[config.mk]
export PLATFORM = sky130hd
export DESIGN_NAME = mkvl_ctrl
export DESIGN_NICKNAME = d
export VERILOG_FILES = /design/src/mkvl_pkg.sv /design/src/mkvl_ctrl.sv
export SDC_FILE = /design/constraint.sdc
export NUM_CORES = 1
export LEC_CHECK = 0
export ABC_AREA = 1
export BUFFER_PORTS_ARGS = -buffer_cell sky130_fd_sc_hd__buf_4
export CAP_MARGIN = 20
export CORE_AREA = 2 2 39 41
export CTS_CLUSTER_DIAMETER = 60
export CTS_CLUSTER_SIZE = 12
export DETAILED_ROUTE_END_ITERATION = 10
export DIE_AREA = 0 0 41 43
export PLACE_DENSITY = 0.51
export SLEW_MARGIN = 25
export SYNTH_ARGS = -nofsm -noshare
export SYNTH_HDL_FRONTEND = slang
export SYNTH_SLANG_ARGS = --single-unit
[constraint.sdc]
create_clock -name clock -period 1 [get_ports clock]
set_input_delay 0.2 -clock clock [delete_from_list [all_inputs] [get_ports clock]]
set_output_delay 0.2 -clock clock [all_outputs]
set_load 0.1 [all_outputs]
[src/mkvl_pkg.sv]
// ============================================================================
// mkvl_pkg
// Shared types, codes and helper functions of the block lacing parser.
// ============================================================================
package mkvl_pkg;

   // Default values of the top-level parameters.
   localparam int MAX_FRAMES_DEF = 256;
   localparam int TRACKS_DEF     = 4;
   localparam int SIZE_BITS_DEF  = 28;

   // Fixed field widths.
   localparam int FIELD_SIZE_W = 28;
   localparam int PTS_W        = 48;
   localparam int DUR_W        = 32;
   localparam int NUM_DUR      = 4;
   localparam int VACC_W       = 56;
   localparam int CSR_IDX_W    = 3;
   localparam int HDR_MAX      = 4095;

   // Request kinds.
   localparam logic [1:0] KIND_BEGIN = 2'd0;
   localparam logic [1:0] KIND_BYTE  = 2'd1;
   localparam logic [1:0] KIND_FETCH = 2'd2;

   // Response status codes.
   localparam logic [2:0] ST_BYTE  = 3'd0;
   localparam logic [2:0] ST_HDR   = 3'd1;
   localparam logic [2:0] ST_FRAME = 3'd2;
   localparam logic [2:0] ST_TRACK = 3'd3;
   localparam logic [2:0] ST_SIZE  = 3'd4;
   localparam logic [2:0] ST_NONE  = 3'd5;

   // Parse phases.
   localparam logic [3:0] PH_IDLE    = 4'd0;
   localparam logic [3:0] PH_TRACK   = 4'd1;
   localparam logic [3:0] PH_TIME_HI = 4'd2;
   localparam logic [3:0] PH_TIME_LO = 4'd3;
   localparam logic [3:0] PH_FLAGS   = 4'd4;
   localparam logic [3:0] PH_COUNT   = 4'd5;
   localparam logic [3:0] PH_XIPH    = 4'd6;
   localparam logic [3:0] PH_EBML    = 4'd7;
   localparam logic [3:0] PH_READY   = 4'd8;
   localparam logic [3:0] PH_ERROR   = 4'd9;

   // Lacing modes, from bits 2:1 of the flags byte.
   localparam logic [1:0] LACE_NONE  = 2'd0;
   localparam logic [1:0] LACE_XIPH  = 2'd1;
   localparam logic [1:0] LACE_FIXED = 2'd2;
   localparam logic [1:0] LACE_EBML  = 2'd3;

   localparam logic [7:0] XIPH_CONT = 8'd255;

   // Register indexes of the configuration port.
   localparam logic [CSR_IDX_W-1:0] CSR_TRACK_COUNT = 3'd0;
   localparam logic [CSR_IDX_W-1:0] CSR_DUR_ONE     = 3'd1;
   localparam logic [CSR_IDX_W-1:0] CSR_DUR_TWO     = 3'd2;
   localparam logic [CSR_IDX_W-1:0] CSR_DUR_THREE   = 3'd3;
   localparam logic [CSR_IDX_W-1:0] CSR_DUR_FOUR    = 3'd4;

   // Commands from the controller to the datapath.
   typedef struct packed {
      logic load;
      logic exec;
      logic finish;
      logic div_take;
      logic out_load;
   } dp_cmd_type;

   // Status from the datapath to the controller.
   typedef struct packed {
      logic need_div;
      logic need_finish;
      logic div_busy;
   } dp_stat_type;

   // Length of an EBML variable-size integer from its first byte.
   function automatic logic [3:0] vint_len(input logic [7:0] b);
      logic [3:0] len;
      len = 4'd8;
      for (int i = 1; i < 8; i++) begin
         if (b[i]) len = 4'(8 - i);
      end
      return len;
   endfunction

   // Bias of a signed EBML lace delta of the given length.
   function automatic logic [VACC_W-1:0] vint_bias(input logic [3:0] len);
      logic [VACC_W-1:0] r;
      r = (VACC_W'(1) << (7 * int'(len) - 1)) - VACC_W'(1);
      return r;
   endfunction

endpackage

[src/mkvl_ctrl.sv]
// ============================================================================
// mkvl_ctrl
// Sequencing controller: request capture, evaluation, finish and divide waits.
// ============================================================================
module mkvl_ctrl (
   input  logic                  clock,
   input  logic                  reset,
   input  logic                  req_tvalid,
   output logic                  req_tready,
   output logic                  rsp_tvalid,
   input  logic                  rsp_tready,
   input  mkvl_pkg::dp_stat_type stat,
   output mkvl_pkg::dp_cmd_type  cmd
);
   import mkvl_pkg::*;

   localparam logic [1:0] C_IDLE   = 2'd0;
   localparam logic [1:0] C_EXEC   = 2'd1;
   localparam logic [1:0] C_FINISH = 2'd2;
   localparam logic [1:0] C_DIV    = 2'd3;

   logic [1:0] state_ff, state_in;
   logic       rv_ff, rv_in;
   logic       out_free;

   assign out_free = !rv_ff || rsp_tready;

   always_comb begin
      state_in = state_ff;
      rv_in    = rv_ff && !rsp_tready;
      cmd      = '0;
      unique case (state_ff)
         C_IDLE: begin
            if (req_tvalid) begin
               cmd.load = 1'b1;
               state_in = C_EXEC;
            end
         end
         C_EXEC: begin
            if (out_free) begin
               cmd.exec = 1'b1;
               if (stat.need_div) begin
                  state_in = C_DIV;
               end else if (stat.need_finish) begin
                  state_in = C_FINISH;
               end else begin
                  cmd.out_load = 1'b1;
                  rv_in        = 1'b1;
                  state_in     = C_IDLE;
               end
            end
         end
         C_FINISH: begin
            if (out_free) begin
               cmd.finish   = 1'b1;
               cmd.out_load = 1'b1;
               rv_in        = 1'b1;
               state_in     = C_IDLE;
            end
         end
         C_DIV: begin
            if (!stat.div_busy && out_free) begin
               cmd.div_take = 1'b1;
               cmd.out_load = 1'b1;
               rv_in        = 1'b1;
               state_in     = C_IDLE;
            end
         end
         default: state_in = C_IDLE;
      endcase
   end

   always_ff @(posedge clock) begin
      if (reset) begin
         state_ff <= C_IDLE;
         rv_ff    <= 1'b0;
      end else begin
         state_ff <= state_in;
         rv_ff    <= rv_in;
      end
   end

   assign req_tready = (state_ff == C_IDLE);
   assign rsp_tvalid = rv_ff;
endmodule

== Word-level counts from Yosys, hierarchy flattened ==
Index checks and enable logic that the tools add are counted.

* Memory bits (read-only): 0
* Latch bits: 0
* Bits in writable memories: 0
* Memories: 0
* Flip-flop bits (word level): 3
* Input bits: 7

* Bitwise operators: 0
* Multipliers: 0
* Multiplexer cells: 24
* Shift-type cells: 0
* $add $sub $neg: 0
* Reduce and logical (&&, ||, !) cells: 8
* Equality and inequality tests: 7
* Divide/modulo/power cells: 0
* Magnitude comparators: 0

{| class="wikitable"
|+ Operators with widths
! operator !! count
|-
| 1-bit 2-to-1 mux || 14
|-
| 2-bit 2-to-1 mux || 7
|-
| 2-bit inequality test, second input constant || 4
|-
| 2-bit one-hot mux with 4 select lines || 1
|-
| 1-bit one-hot mux with 3 select lines || 2
|-
| 2-bit == test, second input constant || 2
|-
| 4-bit AND reduction || 1
|-
| 1-bit logical NOT || 3
|-
| 2-bit by 1-bit == test with 1-bit output, second input constant || 1
|-
| 1-bit logical AND || 2
|-
| 2-bit logical NOT || 1
|-
| 1-bit logical OR || 1
|}

== Logic depth before layout (Yosys ltp) ==
Gate-level depths: netlist of the first run.

* Word-level depth: 6
* Gate-level depth with buffers: 8
* Depth with buffers taken out: 8

== Least setup slack after synthesis of the first run ==
Ideal clock, no wire load.

* Path kind: register -> output
* Start: register rv_ff, in the netlist rsp_tvalid
* End: output port cmd[0] (netlist name)
* Stages on the path, launching flop included: 6
* Arrival: 3.040 ns
* Slack: -2.240 ns
* Cell sequence: dfxtp_1 -> inv_1 -> nor2_2 -> nor2_1 -> a21oi_1 -> nand2_1

{| class="wikitable"
|+ RTL lines
! element !! RTL line !! source
|-
| from (decl) || mkvl_ctrl.sv:23 || <nowiki>logic rv_ff, rv_in;</nowiki>
|-
| from (signal assigned) || mkvl_ctrl.sv:79 || <nowiki>rv_ff <= rv_in;</nowiki>
|-
| to (decl) || mkvl_ctrl.sv:13 || <nowiki>output mkvl_pkg::dp_cmd_type cmd</nowiki>
|}

==> results of run 1 <==
sequential cells by signal (all words and copies together), names as in the netlist:
name	count
rsp_tvalid	1
state_ff	2
timing repair:
item / CTS / global route
pin swaps: 5 / 4
setup endpoints to repair: 10 / 10
hold buffers: 0 / 0
setup buffers: 3 / 1
gates resized for setup: 29 / 5
worst max-delay path, delay by kind of cell (launching register included):
kind                   cells  cell delay, ps
DFF                        1             360
buffers and inverters      4             430
and+or+nand+nor            2             180
final cells by class:
class                   instances  area (um^2)  share of cell area
repair buffers                 30        311.5              0.4199
multi-input cells              34        242.7              0.3272
flip-flops and latches          3        71.32             0.09612
inverters                      12        70.07             0.09444
clock buffers                   4        26.28             0.03541
well taps                      16        20.02             0.02698
worst max path at each step:
stage                start      to  slack [ps]  depth (start not counted)
2_1_floorplan   rsp_tvalid  cmd[0]        -730                          5
3_3_place_gp   state_ff[0]  cmd[0]        -260                          6
3_5_place_dp   state_ff[0]  cmd[0]        -260                          6
4_1_cts         rsp_tvalid  cmd[0]        -440                          6
5_1_grt         rsp_tvalid  cmd[0]        -470                          6
6_report       state_ff[1]  cmd[3]        -410                          6
power by group:
group	total (uW)	leakage, uW	switching [uW]	internal, uW
clock	208	0.0000150	58.8	149
sequential	195	0.0000267	39.3	156
combinational	1270	0.000320	766	506
total	1680	0.000361	864	812
layout by cell type, fill, tap and decap left out:
| master | count |
|---|---|
| sky130_fd_sc_hd__a21oi_1 | 1 |
| sky130_fd_sc_hd__a21oi_2 | 1 |
| sky130_fd_sc_hd__a31oi_1 | 1 |
| sky130_fd_sc_hd__buf_12 | 6 |
| sky130_fd_sc_hd__buf_4 | 22 |
| sky130_fd_sc_hd__buf_6 | 1 |
| sky130_fd_sc_hd__buf_8 | 1 |
| sky130_fd_sc_hd__clkbuf_1 | 1 |
| sky130_fd_sc_hd__clkbuf_4 | 3 |
| sky130_fd_sc_hd__clkinvlp_4 | 2 |
| sky130_fd_sc_hd__dfxtp_4 | 3 |
| sky130_fd_sc_hd__inv_1 | 5 |
| sky130_fd_sc_hd__inv_12 | 1 |
| sky130_fd_sc_hd__inv_2 | 2 |
| sky130_fd_sc_hd__inv_4 | 2 |
| sky130_fd_sc_hd__nand2_1 | 6 |
| sky130_fd_sc_hd__nand2_2 | 4 |
| sky130_fd_sc_hd__nand2_4 | 5 |
| sky130_fd_sc_hd__nand3_1 | 4 |
| sky130_fd_sc_hd__nand3_2 | 1 |
| sky130_fd_sc_hd__nand3_4 | 1 |
| sky130_fd_sc_hd__nor2_1 | 3 |
| sky130_fd_sc_hd__nor2_2 | 2 |
| sky130_fd_sc_hd__nor2_4 | 3 |
| sky130_fd_sc_hd__o21ai_0 | 1 |
| sky130_fd_sc_hd__o21ai_2 | 1 |
cells by family (layout without fill, tap and decap cells):
group           after synthesis  after routing  share of synthesized area
flops                         3              3                     0.2096
simple gates                 29             29                     0.5109
buf+inv                      12             46                     0.1747
compound gates                5              5                     0.1048
per-layer routing:
metal,up-vias,GRT usage,share of wire
met4,0,0.1200,0.036
li1,216,-,-
met5,-,0,0
met3,4,0.03141,0.039
met1,184,0.1538,0.39
met2,13,0.2031,0.54
metrics by stage:
| step | setup TNS, ps | total power, uW | worst slack (ps) | std cells | hold WS (ps) |
|---|---|---|---|---|---|
| floorplan | -2146 | 930.6 | -729.6 | 49 | 259.4 |
| finish | -2479 | 1676 | -406.1 | 99 | 136.5 |
| detailed placement | -1387 | 1194 | -257.4 | 91 | 376.4 |
| global placement | -1437 | 1197 | -260.2 | 91 | 377.6 |
| global route | -3172 | 1781 | -472.6 | 99 | 128.9 |
| CTS | -2478 | 1665 | -442.6 | 98 | 127.4 |
==> metrics.md, run 1 <==
| Metric | Value |
|---|---|
| Largest net degree at the start of global routing | `5` |
| Slowest cell on the critical path | `sky130_fd_sc_hd__dfxtp_4` |
| Commonest cells post-synth | `sky130_fd_sc_hd__nand2_1, sky130_fd_sc_hd__inv_1, sky130_fd_sc_hd__nand3_1, sky130_fd_sc_hd__nor2_1` |
| Vias in the first global route | `441` |
| Setup repair after global routing missed its margin | `true` |
| Clock Sinks | `3` |
| Number of register bits inferred by synthesis | `3` |
| Instance count of the mapped netlist | `49` |
| Fraction of post-synthesis cell area in the top cell type by area | `0.2096` |
| CTS H-tree depth | `1` |
| Count of max-cap constraint violations | `0` |
| CTS tree | `done` |
| Static power due to leakage | `0.0003613 uW` |
| Worst Hold Endpoint | `rsp_tvalid` |
| Global-route usage over all layers | `0.1374` |
| Yosys top cell by area | `sky130_fd_sc_hd__dfxtp_1` |
| Number of warnings issued by yosys | `0` |
| HPWL reported at the end of detailed placement | `663.9 um` |
| Maximum operating frequency | `711.2 MHz` |
| CTS Buffer Depth | `2` |
| Clock-pin slew reported for the worst setup and hold paths after clock tree synthesis | `40 ps` |
| Crit path time final | `1406 ps` |
| Number of cells on the worst hold path | `2` |
| Pwr per Cell Area | `2258 nW/um^2` |
| Maximum ir drop on the vdd rail | `0.0008846 V` |
| Area of the mapped netlist | `286.5 um^2` |
| Number of buffers created by CTS | `3` |
| Hold Startpoint | `reset` |
| Share of the clock period used by the worst path | `1.406` |
| Worst hold path class | `input pin to flop` |
| I/O pins | `14` |
| Transition time at the pin with the least slew margin | `184.4 ps` |
| Async S/R FF share, synth | `0` |
| Number of nets with antenna violations after detailed routing | `0` |
| Netlist cell types | `14` |
| Result of the run | `finished with violations` |
| Setup Crit Path Kind | `flop to output port` |
| Critical path cell sequence | `inv_4, nand2_2, nor2_4, buf_4, buf_6, buf_12` |
| Number of diodes added for antenna fixing | `0` |
| Die H | `43 um` |
| WL per Instance | `9.263 um` |
| Later-pin clock latency in the skew report | `230 ps` |
| Arrival time of data at the critical path endpoint | `1210 ps` |
| DR vias/cell | `4.212` |
| Critical R2R Launch | `rsp_tvalid` |
| Wire length of the first global-routing pass | `1635 um` |
| Clock root buffer | `sky130_fd_sc_hd__clkbuf_4` |
| Most frequent cell after synthesis | `sky130_fd_sc_hd__nand2_1` |
| Failing checks | `negative setup slack` |
| Port Buffers | `13` |
| Remaining routing DRC violations | `0` |
| Number of fill cells | `146` |
| Final setup skew | `1.861 ps` |
| Total die area | `1763 um^2` |
| R2r setup slk | `-170 ps` |
| Most used flip-flop cell after synthesis | `sky130_fd_sc_hd__dfxtp_1` |
| Worst slew margin relative to its limit | `0.8758` |
| Worst Slack Setup Final | `-406.1 ps` |
| Final design utilization | `0.5362` |
| Initial standard-cell utilization of the core | `0.2071` |
| Data required, critical path | `800 ps` |
| Width of the die | `41 um` |
| Core footprint | `1384 um^2` |
| Worst Setup End Kind | `output port` |
| Detailed router's first-iteration violation count | `5` |
| Post-route design area | `742.0 um^2` |
| EDFF count, synth | `0` |
| R2R depth | `8` |
| Proportion of synthesized chip area in sequential cells | `0.2096` |
| Final GP Congestion | `0.8355` |
| Area growth syn-to-layout | `159.0%` |
| Capture instance of the worst register-to-register path | `rsp_tvalid` |
| Post-synthesis average cell area | `5.847 um^2` |
| Setup violation total in the final timing report | `10` |
| Total via count in the routed design | `417` |
| Number of nets produced by synthesis | `56` |
| Number of hold-slack violations in the final timing report | `0` |
| Layout net count | `91` |
| Dominant cells by area after synthesis | `sky130_fd_sc_hd__dfxtp_1, sky130_fd_sc_hd__nand2_1, sky130_fd_sc_hd__inv_1, sky130_fd_sc_hd__nand2_4, sky130_fd_sc_hd__nand3_1` |
| Final wirelength | `917 um` |
| Number of antenna violations at the first check in global routing | `0` |
| Number of search-and-repair iterations in the first detailed-routing pass | `2` |
| Cell area reported after detailed placement | `565.5 um^2` |
| Largest stage delay on the critical path | `360 ps` |
| Sort of element at the start of the critical path | `flop` |
| Global route overflow | `0` |
| CP Max Fanout | `4` |
| Fraction of layout cells with a size suffix above 1 | `0.7349` |
| Num rows | `14` |
| Final slew viol count | `0` |
Power figures use the tool's default switching activity.
==> run 2: changes to the inputs <==
--- a/config.mk
+++ b/config.mk
@@ -9,6 +9,7 @@
 export BUFFER_PORTS_ARGS = -buffer_cell sky130_fd_sc_hd__buf_4
 export CAP_MARGIN = 20
 export CORE_AREA = 2 2 39 41
+export CTS_BUF_LIST = sky130_fd_sc_hd__clkbuf_8
 export CTS_CLUSTER_DIAMETER = 60
 export CTS_CLUSTER_SIZE = 12
 export DETAILED_ROUTE_END_ITERATION = 10
==> run 2 against run 1 <==
Effect of this change:
- the run still ends with negative setup slack left
- cell area increased by 2.5%
- first-iteration DRC count increased by 40%
- sequential power about the same
- wire length increased by 2.2%
- worst hold slack improved by 13 ps
- critical path depth unchanged
- critical path type unchanged
==> metrics.md, run 2 (synthesis results as in run 1) <==
| Metric | Value |
|---|---|
| Result of the run | `finished with violations (unchanged)` |
| Failing checks | `negative setup slack (unchanged)` |
| Worst slew margin relative to its limit | `0.8907 (was 0.8758)` |
| Maximum operating frequency | `716.3 MHz (was 711.2 MHz)` |
| Cell area reported after detailed placement | `565.5 um^2 (unchanged)` |
| Die H | `43 um (unchanged)` |
| GR Layer Usage met3 | `0.03141 (unchanged)` |
| Clock root buffer | `sky130_fd_sc_hd__clkbuf_8 (was sky130_fd_sc_hd__clkbuf_4)` |
| Area growth syn-to-layout | `165.5% (was 159.0%)` |
| Biggest register | `state_ff (unchanged)` |
| Power, Total | `1813 uW (was 1676 uW)` |
| Layout net count | `91 (unchanged)` |
| Number of diodes added for antenna fixing | `0 (unchanged)` |
| Sw Share | `0.4900 (was 0.5155)` |
| Number of cells on the worst hold path | `2 (unchanged)` |
| Setup Crit Path Kind | `flop to output port (unchanged)` |
| Vias in the first global route | `437 (was 441)` |
| Global route overflow | `0 (unchanged)` |
| Pwr per Cell Area | `2384 nW/um^2 (was 2258 nW/um^2)` |
| WL per Instance | `9.465 um (was 9.263 um)` |
| Fraction of power consumed by sequential logic | `0.107 (was 0.117)` |
| Combinational cell fraction of total power | `0.702 (was 0.759)` |
| Area taken by multi-input logic gates | `242.7 um^2 (unchanged)` |
| CTS H-tree depth | `1 (unchanged)` |
| Setup repair after global routing missed its margin | `true (unchanged)` |
| Later-pin clock latency in the skew report | `220 ps (was 230 ps)` |
| Fraction of layout cells with a size suffix above 1 | `0.7349 (unchanged)` |
| Maximum ir drop on the vdd rail | `0.001123 V (was 0.0008846 V)` |
| Sequential standard cell area | `71.32 um^2 (unchanged)` |
| Width of the die | `41 um (unchanged)` |
| Setup violation total in the final timing report | `10 (unchanged)` |
| Sort of element at the start of the critical path | `flop (unchanged)` |
| Share of the clock period used by the worst path | `1.396 (was 1.406)` |
| Crit path time final | `1396 ps (was 1406 ps)` |
| Wire length of the first global-routing pass | `1614 um (was 1635 um)` |
| Clock Sinks | `3 (unchanged)` |
| Data required, critical path | `800 ps (about the same)` |
| Critical R2R Launch | `rsp_tvalid (unchanged)` |
| Remaining routing DRC violations | `0 (unchanged)` |
| Number of search-and-repair iterations in the first detailed-routing pass | `4 (was 2)` |
| Number of antenna violations at the first check in global routing | `0 (unchanged)` |
| Final slew viol count | `0 (unchanged)` |
| Num rows | `14 (unchanged)` |
| Most frequent cells in the layout | `sky130_fd_sc_hd__buf_4, sky130_fd_sc_hd__inv_1, sky130_fd_sc_hd__nand2_1, sky130_fd_sc_hd__buf_12, sky130_fd_sc_hd__nand2_4 (was sky130_fd_sc_hd__buf_4, sky130_fd_sc_hd__nand2_1, sky130_fd_sc_hd__buf_12, sky130_fd_sc_hd__inv_1, sky130_fd_sc_hd__nand2_4)` |
| Start point of the critical path | `state_ff[1] (unchanged)` |
| Largest net degree at the start of global routing | `5 (unchanged)` |
| Clock-pin slew reported for the worst setup and hold paths after clock tree synthesis | `30 ps (was 40 ps)` |
| Number of hold-slack violations in the final timing report | `0 (unchanged)` |
| Hold Startpoint | `reset (unchanged)` |
| CTS Buffer Depth | `2 (unchanged)` |
| Final setup skew | `2.217 ps (was 1.861 ps)` |
| Static power due to leakage | `0.0003731 uW (was 0.0003613 uW)` |
| Cell Int Power | `924.7 uW (was 811.8 uW)` |
| Worst hold path class | `input pin to flop (unchanged)` |
| Clock share of power | `0.190 (was 0.124)` |
| Worst Slack Setup Final | `-396.0 ps (was -406.1 ps)` |
| Final design utilization | `0.5497 (was 0.5362)` |
| Number of buffers inserted for hold repair after clock tree synthesis | `0 (unchanged)` |
| Post-route design area | `760.7 um^2 (was 742.0 um^2)` |
| R2R depth | `8 (unchanged)` |
| Number of buffers created by CTS | `3 (unchanged)` |
| Worst setup slack after placement | `-257.4 ps (unchanged)` |
| Transition time at the pin with the least slew margin | `162.2 ps (was 184.4 ps)` |
| Arrival time of data at the critical path endpoint | `1200 ps (was 1210 ps)` |
| Most common cell after layout, fill and taps aside | `sky130_fd_sc_hd__buf_4 (unchanged)` |
| Final GP Congestion | `0.8355 (unchanged)` |
| I/O pins | `14 (unchanged)` |
| Count of max-cap constraint violations | `0 (unchanged)` |
| Total via count in the routed design | `407 (was 417)` |
| HPWL reported at the end of detailed placement | `663.9 um (unchanged)` |
| Global-route track usage on met1 | `0.1538 (unchanged)` |
| Worst Setup End Kind | `output port (unchanged)` |
| Tightest hold margin | `149.8 ps (was 136.5 ps)` |
| Psw | `888.6 uW (was 863.8 uW)` |
| R2r setup slk | `-160 ps (was -170 ps)` |
| Initial standard-cell utilization of the core | `0.2071 (unchanged)` |
| DR vias/cell | `4.111 (was 4.212)` |
| GR Layer Usage met2 | `0.2094 (was 0.2031)` |
| Number of fill cells | `145 (was 146)` |
| Detailed router's first-iteration violation count | `7 (was 5)` |
| Final wirelength | `937 um (was 917 um)` |
| Core footprint | `1384 um^2 (unchanged)` |
| Total die area | `1763 um^2 (unchanged)` |
| Port Buffers | `13 (unchanged)` |
| Largest register FFs | `2 (unchanged)` |
| Number of nets with antenna violations after detailed routing | `0 (unchanged)` |
| CP Max Fanout | `4 (unchanged)` |
| Global-route usage over all layers | `0.1374 (unchanged)` |
| CTS tree | `done (unchanged)` |
| Most Used Layer, Global Route | `met2 (unchanged)` |
==> run 2: metal layers <==
metal  wire length, um  vias up  part of all wire
met2               500       10              0.53
li1                  -      216                 -
met1               378      179              0.40
met5                 0        -                 0
met4                21        0             0.022
met3                38        2             0.041
==> run 2: final timing paths <==
kind                end
min          rsp_tvalid
min reg2reg  rsp_tvalid
max reg2reg  rsp_tvalid
max              cmd[3]
==> run 2: metrics by stage <==
stage / instances / TNS (ps)
floorplan: 49 / -2146
global placement: 91 / -1437
finish: 99 / -2356
CTS: 98 / -2318
global route: 99 / -2902
detailed placement: 91 / -1387
==> run 2: critical path, cell delays in order, from the launching register on <==
cell                      delay (ps)
sky130_fd_sc_hd__dfxtp_4         350
sky130_fd_sc_hd__inv_4            80
sky130_fd_sc_hd__nand2_2          70
sky130_fd_sc_hd__nor2_4          110
sky130_fd_sc_hd__buf_4           110
sky130_fd_sc_hd__buf_6            90
sky130_fd_sc_hd__buf_12          160
==> run 2: final cells by class <==
type	instances	share of cell area
clock inverter	1	0.004934
tap	16	0.02632
clock buffer	3	0.05428
sequential	3	0.09375
multi-input combinational	34	0.3191
timing repair buffer	30	0.4095
inverter	12	0.09211
==> run 2: power groups by stage <==
stage	combinational (uW)	sequential (uW)	clock (uW)
floorplan	703	228	0
CTS	1260	184	360
global placement	1020	176	0
finish	1270	195	345
detailed placement	1020	175	0
global route	1340	200	369
==> run 2: timing repair <==
| item | in CTS | in global routing |
|---|---|---|
| pin swaps | 6 | 5 |
| buffers inserted | 3 | 1 |
| setup endpoints to repair | 10 | 10 |
| resized for setup | 29 | 5 |
